===== src/rtl/core/gdc_pkg.sv =====
package gdc_pkg;

  typedef enum logic {
    OP_DMY = 1'b0,
    OP_ORD = 1'b1
  } op_e;

  typedef struct packed {
    op_e         op;
    logic [4:0]  day_in;
    logic [3:0]  month_in;
    logic [13:0] year_in;
    logic [8:0]  ordinal_in;
  } in_t;

  typedef struct packed {
    logic        valid_res;
    logic [4:0]  cur_day;
    logic [3:0]  cur_month;
    logic [13:0] cur_year;
    logic [4:0]  next_day_of_month;
    logic [3:0]  next_month;
    logic [13:0] next_year;
    logic [4:0]  prev_day_of_month;
    logic [3:0]  prev_month;
    logic [13:0] prev_year;
    logic [8:0]  day_of_year;
    logic [21:0] serial_day;
  } out_t;

  localparam logic [13:0] MaxYear       = 14'd9999;
  localparam logic [3:0]  MonthsPerYear = 4'd12;
  localparam logic [8:0]  DaysPerYear   = 9'd365;
  localparam logic [12:0] Recip100      = 13'd5243;
  localparam int          Recip100Shift = 19;
  localparam logic [6:0]  Hundred       = 7'd100;

  function automatic logic [4:0] month_days(input logic [3:0] m, input logic leap);
    logic [4:0] n;
    case (m)
      4'd1, 4'd3, 4'd5, 4'd7, 4'd8, 4'd10, 4'd12: n = 5'd31;
      4'd4, 4'd6, 4'd9, 4'd11:                    n = 5'd30;
      4'd2:                                       n = leap ? 5'd29 : 5'd28;
      default:                                    n = 5'd0;
    endcase
    return n;
  endfunction

  function automatic logic [8:0] cum_days(input logic [3:0] m, input logic leap);
    logic [8:0] n;
    case (m)
      4'd1:    n = 9'd0;
      4'd2:    n = 9'd31;
      4'd3:    n = 9'd59;
      4'd4:    n = 9'd90;
      4'd5:    n = 9'd120;
      4'd6:    n = 9'd151;
      4'd7:    n = 9'd181;
      4'd8:    n = 9'd212;
      4'd9:    n = 9'd243;
      4'd10:   n = 9'd273;
      4'd11:   n = 9'd304;
      4'd12:   n = 9'd334;
      default: n = 9'd0;
    endcase
    if (leap && m > 4'd2) begin
      n = n + 9'd1;
    end
    return n;
  endfunction

endpackage


===== src/rtl/core/gregorian_date_calculator_core.sv =====
// Proleptic Gregorian date calculator. Each transfer carries a date as day, month and year
// (op = OP_DMY) or as year and day-of-year (op = OP_ORD); the result gives the resolved date,
// the next and previous dates, the day-of-year and the serial day (1/1/1 is day 1). An input
// that names no real date yields valid_res = 0 and all other fields zero. The block takes one
// item per cycle when out_stall_i does not hold it back: an input register feeds a single
// stage of combinational date logic that loads the result register, and a result held by
// out_stall_i still lets one more input enter the input register.
module gregorian_date_calculator_core (
  input  logic          clk_i,
  input  logic          rst_ni,
  input  logic          in_valid_i,
  output logic          in_stall_o,
  input  gdc_pkg::in_t  in_data_i,
  output logic          out_valid_o,
  input  logic          out_stall_i,
  output gdc_pkg::out_t out_data_o
);
  import gdc_pkg::*;

  logic        in_valid_q;
  in_t         in_q;
  logic        out_valid_q;
  out_t        out_q;
  out_t        res;
  logic        adv;
  logic        in_load;

  logic [13:0] yr;
  logic [13:0] yp;
  logic [26:0] y_prod;
  logic [6:0]  y_cent;
  logic [13:0] y_rem;
  logic        leap;
  logic [8:0]  ylen;
  logic [3:0]  mon;
  logic [4:0]  dd;
  logic [8:0]  doy;
  logic [8:0]  tmp_doy;
  logic        ok;
  logic [4:0]  dim;
  logic [3:0]  pm;
  logic [26:0] yp_prod;
  logic [6:0]  yp_cent;
  logic [22:0] serial;

  assign adv     = !out_valid_q || !out_stall_i;
  assign in_load = !in_valid_q || adv;

  always_ff @(posedge clk_i or negedge rst_ni) begin
    if (!rst_ni) begin
      in_valid_q  <= 1'b0;
      out_valid_q <= 1'b0;
    end else begin
      if (in_load) begin
        in_valid_q <= in_valid_i;
      end
      if (adv) begin
        out_valid_q <= in_valid_q;
      end
    end
  end

  always_ff @(posedge clk_i) begin
    if (in_load && in_valid_i) begin
      in_q <= in_data_i;
    end
    if (adv && in_valid_q) begin
      out_q <= res;
    end
  end

  always_comb begin
    res    = '0;
    yr     = in_q.year_in;
    yp     = yr - 14'd1;
    y_prod = 27'(yr) * 27'(Recip100);
    y_cent = 7'(y_prod >> Recip100Shift);
    y_rem  = yr - 14'(y_cent) * 14'(Hundred);
    leap   = (yr[1:0] == 2'd0 && y_rem != 14'd0) || (y_rem == 14'd0 && y_cent[1:0] == 2'd0);
    ylen   = leap ? DaysPerYear + 9'd1 : DaysPerYear;

    mon     = in_q.month_in;
    dd      = in_q.day_in;
    doy     = 9'd0;
    tmp_doy = 9'd0;
    ok      = 1'b0;
    if (in_q.op == OP_DMY) begin
      ok  = mon >= 4'd1 && mon <= MonthsPerYear && dd >= 5'd1 && dd <= month_days(mon, leap);
      doy = cum_days(mon, leap) + 9'(dd);
    end else begin
      ok  = in_q.ordinal_in >= 9'd1 && in_q.ordinal_in <= ylen;
      doy = in_q.ordinal_in;
      mon = 4'd1;
      for (int k = 2; k <= 12; k++) begin
        if (in_q.ordinal_in > cum_days(4'(k), leap)) begin
          mon = 4'(k);
        end
      end
      tmp_doy = in_q.ordinal_in - cum_days(mon, leap);
      dd      = tmp_doy[4:0];
    end
    ok = ok && yr != 14'd0 && yr <= MaxYear;

    dim     = month_days(mon, leap);
    yp_prod = 27'(yp) * 27'(Recip100);
    yp_cent = 7'(yp_prod >> Recip100Shift);
    serial  = 23'(yp) * 23'(DaysPerYear) + 23'(yp >> 2) - 23'(yp_cent) + 23'(yp_cent >> 2)
              + 23'(doy);

    pm = (mon > 4'd1) ? mon - 4'd1 : MonthsPerYear;

    if (ok) begin
      res.valid_res   = 1'b1;
      res.cur_day     = dd;
      res.cur_month   = mon;
      res.cur_year    = yr;
      res.day_of_year = doy;
      res.serial_day  = serial[21:0];

      if (dd >= dim) begin
        res.next_day_of_month = 5'd1;
        if (mon >= MonthsPerYear) begin
          res.next_month = 4'd1;
          res.next_year  = yr + 14'd1;
        end else begin
          res.next_month = mon + 4'd1;
          res.next_year  = yr;
        end
      end else begin
        res.next_day_of_month = dd + 5'd1;
        res.next_month        = mon;
        res.next_year         = yr;
      end

      if (dd == 5'd1 && mon == 4'd1 && yr == 14'd1) begin
        res.prev_day_of_month = dd;
        res.prev_month        = mon;
        res.prev_year         = yr;
      end else if (dd > 5'd1) begin
        res.prev_day_of_month = dd - 5'd1;
        res.prev_month        = mon;
        res.prev_year         = yr;
      end else begin
        res.prev_day_of_month = month_days(pm, leap);
        res.prev_month        = pm;
        res.prev_year         = (mon > 4'd1) ? yr : yr - 14'd1;
      end
    end
  end

  assign in_stall_o  = in_valid_q && !adv;
  assign out_valid_o = out_valid_q;
  assign out_data_o  = out_q;

  a_stall_full: assert property (@(posedge clk_i) disable iff (!rst_ni)
    in_stall_o |-> in_valid_q && out_valid_q)
    else $error("input stalled with a free slot");

  a_hold_stage: assert property (@(posedge clk_i) disable iff (!rst_ni)
    in_valid_q && in_stall_o |=> in_valid_q && $stable(in_q))
    else $error("input register changed while stalled");

  a_invalid_zero: assert property (@(posedge clk_i) disable iff (!rst_ni)
    out_valid_o && !out_data_o.valid_res |-> out_data_o.serial_day == 22'd0 &&
      out_data_o.cur_year == 14'd0 && out_data_o.day_of_year == 9'd0)
    else $error("invalid result carries data");

  a_valid_nonzero: assert property (@(posedge clk_i) disable iff (!rst_ni)
    out_valid_o && out_data_o.valid_res |-> out_data_o.serial_day != 22'd0 &&
      out_data_o.day_of_year != 9'd0 && out_data_o.cur_day != 5'd0 &&
      out_data_o.cur_month != 4'd0)
    else $error("valid result with empty date");

  a_next_year: assert property (@(posedge clk_i) disable iff (!rst_ni)
    out_valid_o && out_data_o.valid_res |->
      (out_data_o.next_year == out_data_o.cur_year ||
       out_data_o.next_year == out_data_o.cur_year + 14'd1))
    else $error("next date skips a year");

endmodule

===== config.mk =====
export PLATFORM = sky130hd
export DESIGN_NAME = gregorian_date_calculator_core
export DESIGN_NICKNAME = d
export VERILOG_FILES = /design/src/rtl/core/gdc_pkg.sv /design/src/rtl/core/gregorian_date_calculator_core.sv
export SDC_FILE = /design/constraint.sdc
export NUM_CORES = 1
export LEC_CHECK = 0
export BUFFER_PORTS_ARGS = -buffer_cell sky130_fd_sc_hd__clkbuf_2
export CORE_MARGIN = 2
export CORE_UTILIZATION = 55
export DETAILED_ROUTE_END_ITERATION = 10
export GPL_ROUTABILITY_DRIVEN = 0
export GPL_TIMING_DRIVEN = 0
export PLACE_DENSITY = 0.74
export SYNTH_ARGS = -nofsm -noshare
export SYNTH_HDL_FRONTEND = slang
export SYNTH_SLANG_ARGS = --single-unit

===== constraint.sdc =====
create_clock -name clk_i -period 34.5 [get_ports clk_i]
set_clock_uncertainty 0.05 [all_clocks]
set_input_delay 6.9 -clock clk_i [delete_from_list [all_inputs] [get_ports clk_i]]
set_output_delay 6.9 -clock clk_i [all_outputs]
set_load 0.02 [all_outputs]

==> results of run 1 <==
-- cells in the final DEF, fill, tap and decap left out, types with 16 or more instances in the layout --
| cell type | netlist | layout |
|---|---|---|
| inv_1 | 396 | 396 |
| ha_1 | 364 | 364 |
| fa_1 | 213 | 213 |
| nor2_1 | 158 | 158 |
| clkbuf_2 | 0 | 139 |
| edfxtp_1 | 134 | 134 |
| nand2_1 | 97 | 97 |
| xnor2_1 | 86 | 84 |
| a21oi_1 | 72 | 72 |
| o21ai_0 | 65 | 65 |
| nor3_1 | 45 | 45 |
| nand2b_1 | 31 | 31 |
| clkbuf_1 | 29 | 29 |
| a21o_1 | 27 | 27 |
| nand3_1 | 26 | 26 |
| xor2_1 | 26 | 26 |
| clkbuf_16 | 0 | 19 |
| nor2b_1 | 17 | 17 |
| and3_1 | 16 | 16 |
-- through the flow --
| step | utilization, % | std cells | worst slack [ps] | area [sq um] | hold slack (ps) |
|---|---|---|---|---|---|
| 3_5_place_dp | 59.4 | 2667 | 15390 | 21700 | 436 |
| 3_3_place_gp | 59.0 | 2662 | 15780 | 21500 | 402 |
| 4_1_cts | 61.1 | 2699 | 15320 | 22300 | 451 |
| 5_1_grt | 61.1 | 2699 | 13680 | 22300 | 482 |
| 2_1_floorplan | - | 2055 | 18240 | 20200 | 393 |
| 6_report | 61.1 | 2699 | 14970 | 22300 | 448 |
-- worst max path at each step --
stage / startpoint / end / depth (start not counted)
finish: yr[3] / out_data_o[67] / 78
global route: yr[3] / out_data_o[67] / 78
CTS: yr[3] / out_data_o[67] / 78
detailed placement: yr[3] / out_data_o[67] / 78
global placement: yr[3] / out_data_o[67] / 78
floorplan: yr[6] / out_data_o[19] / 72
-- sequential cells by signal, summed over array words and instances (netlist names), named ones only --
register     flops
in_valid_q       1
out_valid_o      1
out_data_o     101
in_q            19
yr              14
-- cells in the mapped netlist (27+ instances only) --
| library cell | n |
|---|---|
| inv_1 | 396 |
| ha_1 | 364 |
| fa_1 | 213 |
| nor2_1 | 158 |
| edfxtp_1 | 134 |
| nand2_1 | 97 |
| xnor2_1 | 86 |
| a21oi_1 | 72 |
| o21ai_0 | 65 |
| nor3_1 | 45 |
| nand2b_1 | 31 |
| clkbuf_1 | 29 |
| a21o_1 | 27 |
-- kinds of logic (layout without fill, tap and decap cells) --
kind of cell | after synthesis | count (layout) | share of synthesized area, %
adder cells (fa/ha/maj) | 577 | 577 | 43.6
AND/OR/NAND/NOR | 458 | 458 | 10.9
buffers and inverters | 442 | 618 | 8.29
AO/OA/AOI/OAI | 300 | 300 | 10.2
flip-flops | 145 | 145 | 21.0
XOR/XNOR | 112 | 112 | 4.85
multiplexers | 21 | 21 | 1.11
-- metal layers --
layer	wire length (um)	GRT usage, %	share of wire (%)
met1	20700	34.2	40
met3	2790	4.18	5.4
met2	25700	49.5	50
met5	0	0	0
met4	2290	12.2	4.5
-- final cells by class --
type / instances / area share (%)
multi-input cells: 1468 / 64.3
flip-flops and latches: 145 / 19.1
inverters: 397 / 6.69
repair buffers: 144 / 3.67
well taps: 468 / 2.63
clock buffers: 20 / 2.20
plain buffers: 45 / 0.843
clock inverters: 12 / 0.528
==> summary.md, run 1 <==
| Metric | Value |
|---|---|
| Buf+Inv Stages, Crit Path | `12` |
| Startpoint types | `flip-flop` |
| Clock sink total | `between 100 and 150` |
| Worst Path Arrival | `between 15000 and 20000 ps` |
| DR WL/cell | `~19 um` |
| Synthesized area per cell | `9.84 sq um` |
| Critical Path RT | `approximately 35000 ps` |
| HPWL Detailed | `approximately 42 mm` |
| H-tree depth | `4` |
| Final ANT Viol Nets | `0` |
| Fin. max-slew vios | `0` |
| CTS Buffer Depth | `2` |
| Yosys top cell area share | `between 20% and 30%` |
| Reg clk slew, reported paths | `roughly 70 ps` |
| Distinct cells, synth | `84` |
| Crit path max fanout | `12` |
| Cell family with the largest share of critical-path delay | `adder cells` |
| Register area | `between 4000 and 5000 sq um` |
| EDFF count, synth | `134` |
| Synthesized area | `approximately 20000 sq um` |
| Largest net degree at the start of global routing | `32` |
| CP max stage delay | `680 ps` |
| Share of cells above drive strength 1 | `between 10% and 20%` |
| Most used DFF post-synth | `edfxtp_1` |
| Hold Path Sink | `out_valid_o` |
| Critical path class | `reg -> reg` |
| Area Overhead vs Synth | `10.1%` |
| Fin nets | `approximately 2800` |
| Crit. End Element | `flip-flop` |
| Max Fclk | `between 50 and 60 MHz` |
| R2R depth | `between 70 and 80` |
| N_diodes | `0` |
| Rel. slew slack | `6.27%` |
| Die height | `around 200 um` |
| Die width | `~200 um` |
| IO Count | `140` |
| TritonCTS Buffers | `17` |
| Fin Setup TNS | `0 ps` |
| GRT Overall Usage | `28.0%` |
| DRT Pass-1 Iters | `6` |
| Setup violators final | `0` |
| Area occupied by multi-input gates | `14300 sq um` |
| Worst min path class | `reg -> reg` |
| RSZ-0062 raised after global routing | `false` |
| Post-synthesis sequential area ratio | `21.0%` |
| Worst Max-Slew Pin Slew | `1400 ps` |
| Postcts setup bufs | `0` |
| Total wire length | `between 50 and 60 mm` |
| I/O Buffers | `between 100 and 150` |
| Max-cap violation count | `0` |
| Vias in the first global route | `about 16000` |
| CP max-delay cell | `edfxtp_1` |
| Vias per cell | `roughly 5.7` |
| Remaining DRCs | `0` |
| Register bit total from synthesis | `145` |
| Post-CTS resize count | `0` |
| Clk Latency, worst-skew pair | `460 ps` |
| Ys Warns | `0` |
| Fillers | `3000` |
| Post-Syn Nets | `around 2700` |
| DRT iter0 DRCs | `roughly 1100` |
| CORE AREA | `between 30000 and 40000 sq um` |
| Die area | `~38000 sq um` |
| CTS tree | `done` |
| Std-Cell Rows | `70` |
| FF-to-FF End | `out_data_o[67]` |
| Syn Inst Count | `between 2000 and 2500` |
| Post-route minimum period | `around 20000 ps` |
| Final Cycle Share | `about 57%` |
| Top cell by count, worst path | `ha_1` |
| Status | `completed` |
| Post-synth top area cell | `ha_1` |
| Global route total overflow | `0` |
| Flop-to-flop setup slack | `about 15000 ps` |
| Cell count of the worst hold path | `1` |
| Root Buffer | `clkbuf_16` |
| Vias | `~15000` |
| Initial antenna violation count | `1` |
| Final hold vios | `0` |
| Worst hold start | `in_valid_q` |
| Cts-stage hold buffer count | `0` |
| First-pass GRT wire length | `approximately 83 mm` |
| Top area cells in the synthesized netlist | `ha_1, fa_1, edfxtp_1` |
| Asr flop ratio synth | `under 10%` |
| Worst r2r src | `yr[3]` |
| Starting Density | `a little under three fifths` |
Power of run 1 is left out: the tool's default activity adds up to more than one toggle a clock period on the data nets, which glitch-free logic cannot reach.
==> run 2, diff against run 1 <==
clock period = 19.2 ns   (was 34.5 ns; I/O delays follow)
==> summary.md, run 2 (synthesis results as in run 1) <==
| Metric | Value |
|---|---|
| Status | `completed` |
| Worst min path class | `reg -> reg` |
| Fin. max-slew vios | `0 (unchanged)` |
| Total wire length | `52.0 mm (+1.1%)` |
| Initial antenna violation count | `1 (unchanged)` |
| Max reg flops | `101 (unchanged)` |
| I/O Buffers | `139 (unchanged)` |
| N_diodes | `0 (unchanged)` |
| Critical Path RT | `19410 ps (-15240 ps)` |
| Fin Setup TNS | `0 ps (unchanged)` |
| Cell count of the worst hold path | `1 (unchanged)` |
| Placed cell areas | `21700 sq um (unchanged)` |
| CORE AREA | `36400 sq um (unchanged)` |
| Startpoint types | `flip-flop` |
| Largest net degree at the start of global routing | `32 (unchanged)` |
| Root Buffer | `clkbuf_16` |
| Inst Count DP | `2667 (unchanged)` |
| Starting Density | `55.5% (unchanged)` |
| Commonest non-fill, non-tap cells in the layout | `inv_1, ha_1, fa_1` |
| Remaining DRCs | `0 (unchanged)` |
| GRT Overall Usage | `28.0% (unchanged)` |
| Worst Max-Slew Pin Slew | `1430 ps (+30.8 ps)` |
| DRT iter0 DRCs | `1053 (-2.0%)` |
| Final hold vios | `0 (unchanged)` |
| H-tree depth | `4 (unchanged)` |
| Most common cell after layout, fill and taps aside | `inv_1` |
| Reg clk slew, reported paths | `70 ps (about the same)` |
| TritonCTS Buffers | `17 (unchanged)` |
| Die height | `196 um (unchanged)` |
| Global route total overflow | `0 (unchanged)` |
| Rel. slew slack | `4.20% (-2.1 points)` |
| Max-cap violation count | `0 (unchanged)` |
| CP max-delay cell | `fa_1` |
| DRT Pass-1 Iters | `6 (unchanged)` |
| IO Count | `140 (unchanged)` |
| DR WL/cell | `18.9 um (-0.60%)` |
| Vias per cell | `5.66 (-0.48%)` |
| Crit path max fanout | `12 (unchanged)` |
| Die area | `38300 sq um (unchanged)` |
| Post-route minimum period | `18330 ps (-1200 ps)` |
| Fin nets | `2879 (+1.7%)` |
| HPWL Detailed | `42.4 mm (unchanged)` |
| Std-Cell Rows | `70 (unchanged)` |
| Area Overhead vs Synth | `12.3%` |
| CTS tree | `done` |
| Clk Latency, worst-skew pair | `460 ps (about the same)` |
| First-pass GRT wire length | `82.7 mm (unchanged)` |
| CTS Buffer Depth | `2 (unchanged)` |
| Worst setup margin | `874 ps (-14100 ps)` |
| Share of cells above drive strength 1 | `12.8% (+2.4 points)` |
| R2R depth | `73 (-6.4%)` |
| Setup violators final | `0 (unchanged)` |
| Post-route cell area | `22700 sq um (+2.0%)` |
| Max Fclk | `54.6 MHz (+6.6%)` |
| Critical path class | `reg -> reg` |
| Clock sink total | `145 (unchanged)` |
| RSZ-0062 raised after global routing | `true` |
| Pre-CTS setup slack | `92.2 ps (-15300 ps)` |
| Cts-stage hold buffer count | `0 (unchanged)` |
| Worst Path Arrival | `18530 ps (-1150 ps)` |
| Die width | `196 um (unchanged)` |
| CP max stage delay | `630 ps (-50 ps)` |
| Final ANT Viol Nets | `0 (unchanged)` |
| Crit. End Element | `flip-flop` |
| Vias in the first global route | `16100 (unchanged)` |
| Final Non-Filler Cells | `2746 (+1.7%)` |
| Vias | `15600 (+1.2%)` |
| Final Cycle Share | `95.4% (+39 points)` |
==> run 2: cell types whose count changed in the layout (fill, tap and decap cells not counted), moves of 2 or more <==
cell	change
clkinvlp_4	+4
clkbuf_2	+2
inv_1	-3
clkbuf_1	-2
buf_4	+45
buf_12	+2
==> run 2: critical path, delay by kind of cell (launching register included) <==
family                   cells  cell delay (ps)
AO/OA/AOI/OAI               28             6170
XOR/XNOR                     3              570
adder cells (fa/ha/maj)     16             6880
buffers and inverters       12             1300
flip-flops                   1              620
multiplexers                 1              310
AND/OR/NAND/NOR             13             2190
==> run 2: cell type report <==
cell class / instances / area (sq um)
multi-input combinational: 1468 / 14400
fill: 2941 / 13700
sequential: 145 / 4250
inverter: 397 / 1510
timing repair buffer: 191 / 1200
tap: 468 / 586
clock buffer: 20 / 489
buffer: 45 / 190
clock inverter: 12 / 118
==> run 2: through the flow <==
stage                     hold slack, ps  util (%)
after floorplan                      393         -
after global placement               402      59.0
after detailed placement             436      59.4
after CTS                            451      61.1
after global routing                 482      62.3
final                                448      62.3
==> run 2: repair_timing <==
action	in CTS	in global routing
resized for setup	0	18
setup buffers	0	47
setup endpoints to repair	0	42
==> run 2: layer usage <==
metal / part of all wire, % / up-vias / global-route usage, %
li1: - / 7295 / -
met1: 40 / 7651 / 34.2
met2: 50 / 497 / 49.5
met3: 5.5 / 113 / 4.18
met4: 4.3 / 0 / 12.2
met5: 0 / - / 0
==> run 2: worst paths after layout <==
check,slack [ps],start,end
worst min register to register,450,in_valid_q,out_valid_o
worst max-delay path,870,yr[6],out_data_o[21]
max in group asynchronous,15900,rst_ni,in_valid_q
worst max register to register,870,yr[6],out_data_o[21]
min in group asynchronous,3110,rst_ni,out_valid_o
worst min-delay path,450,in_valid_q,out_valid_o
Power of run 2 is left out for the same reason.
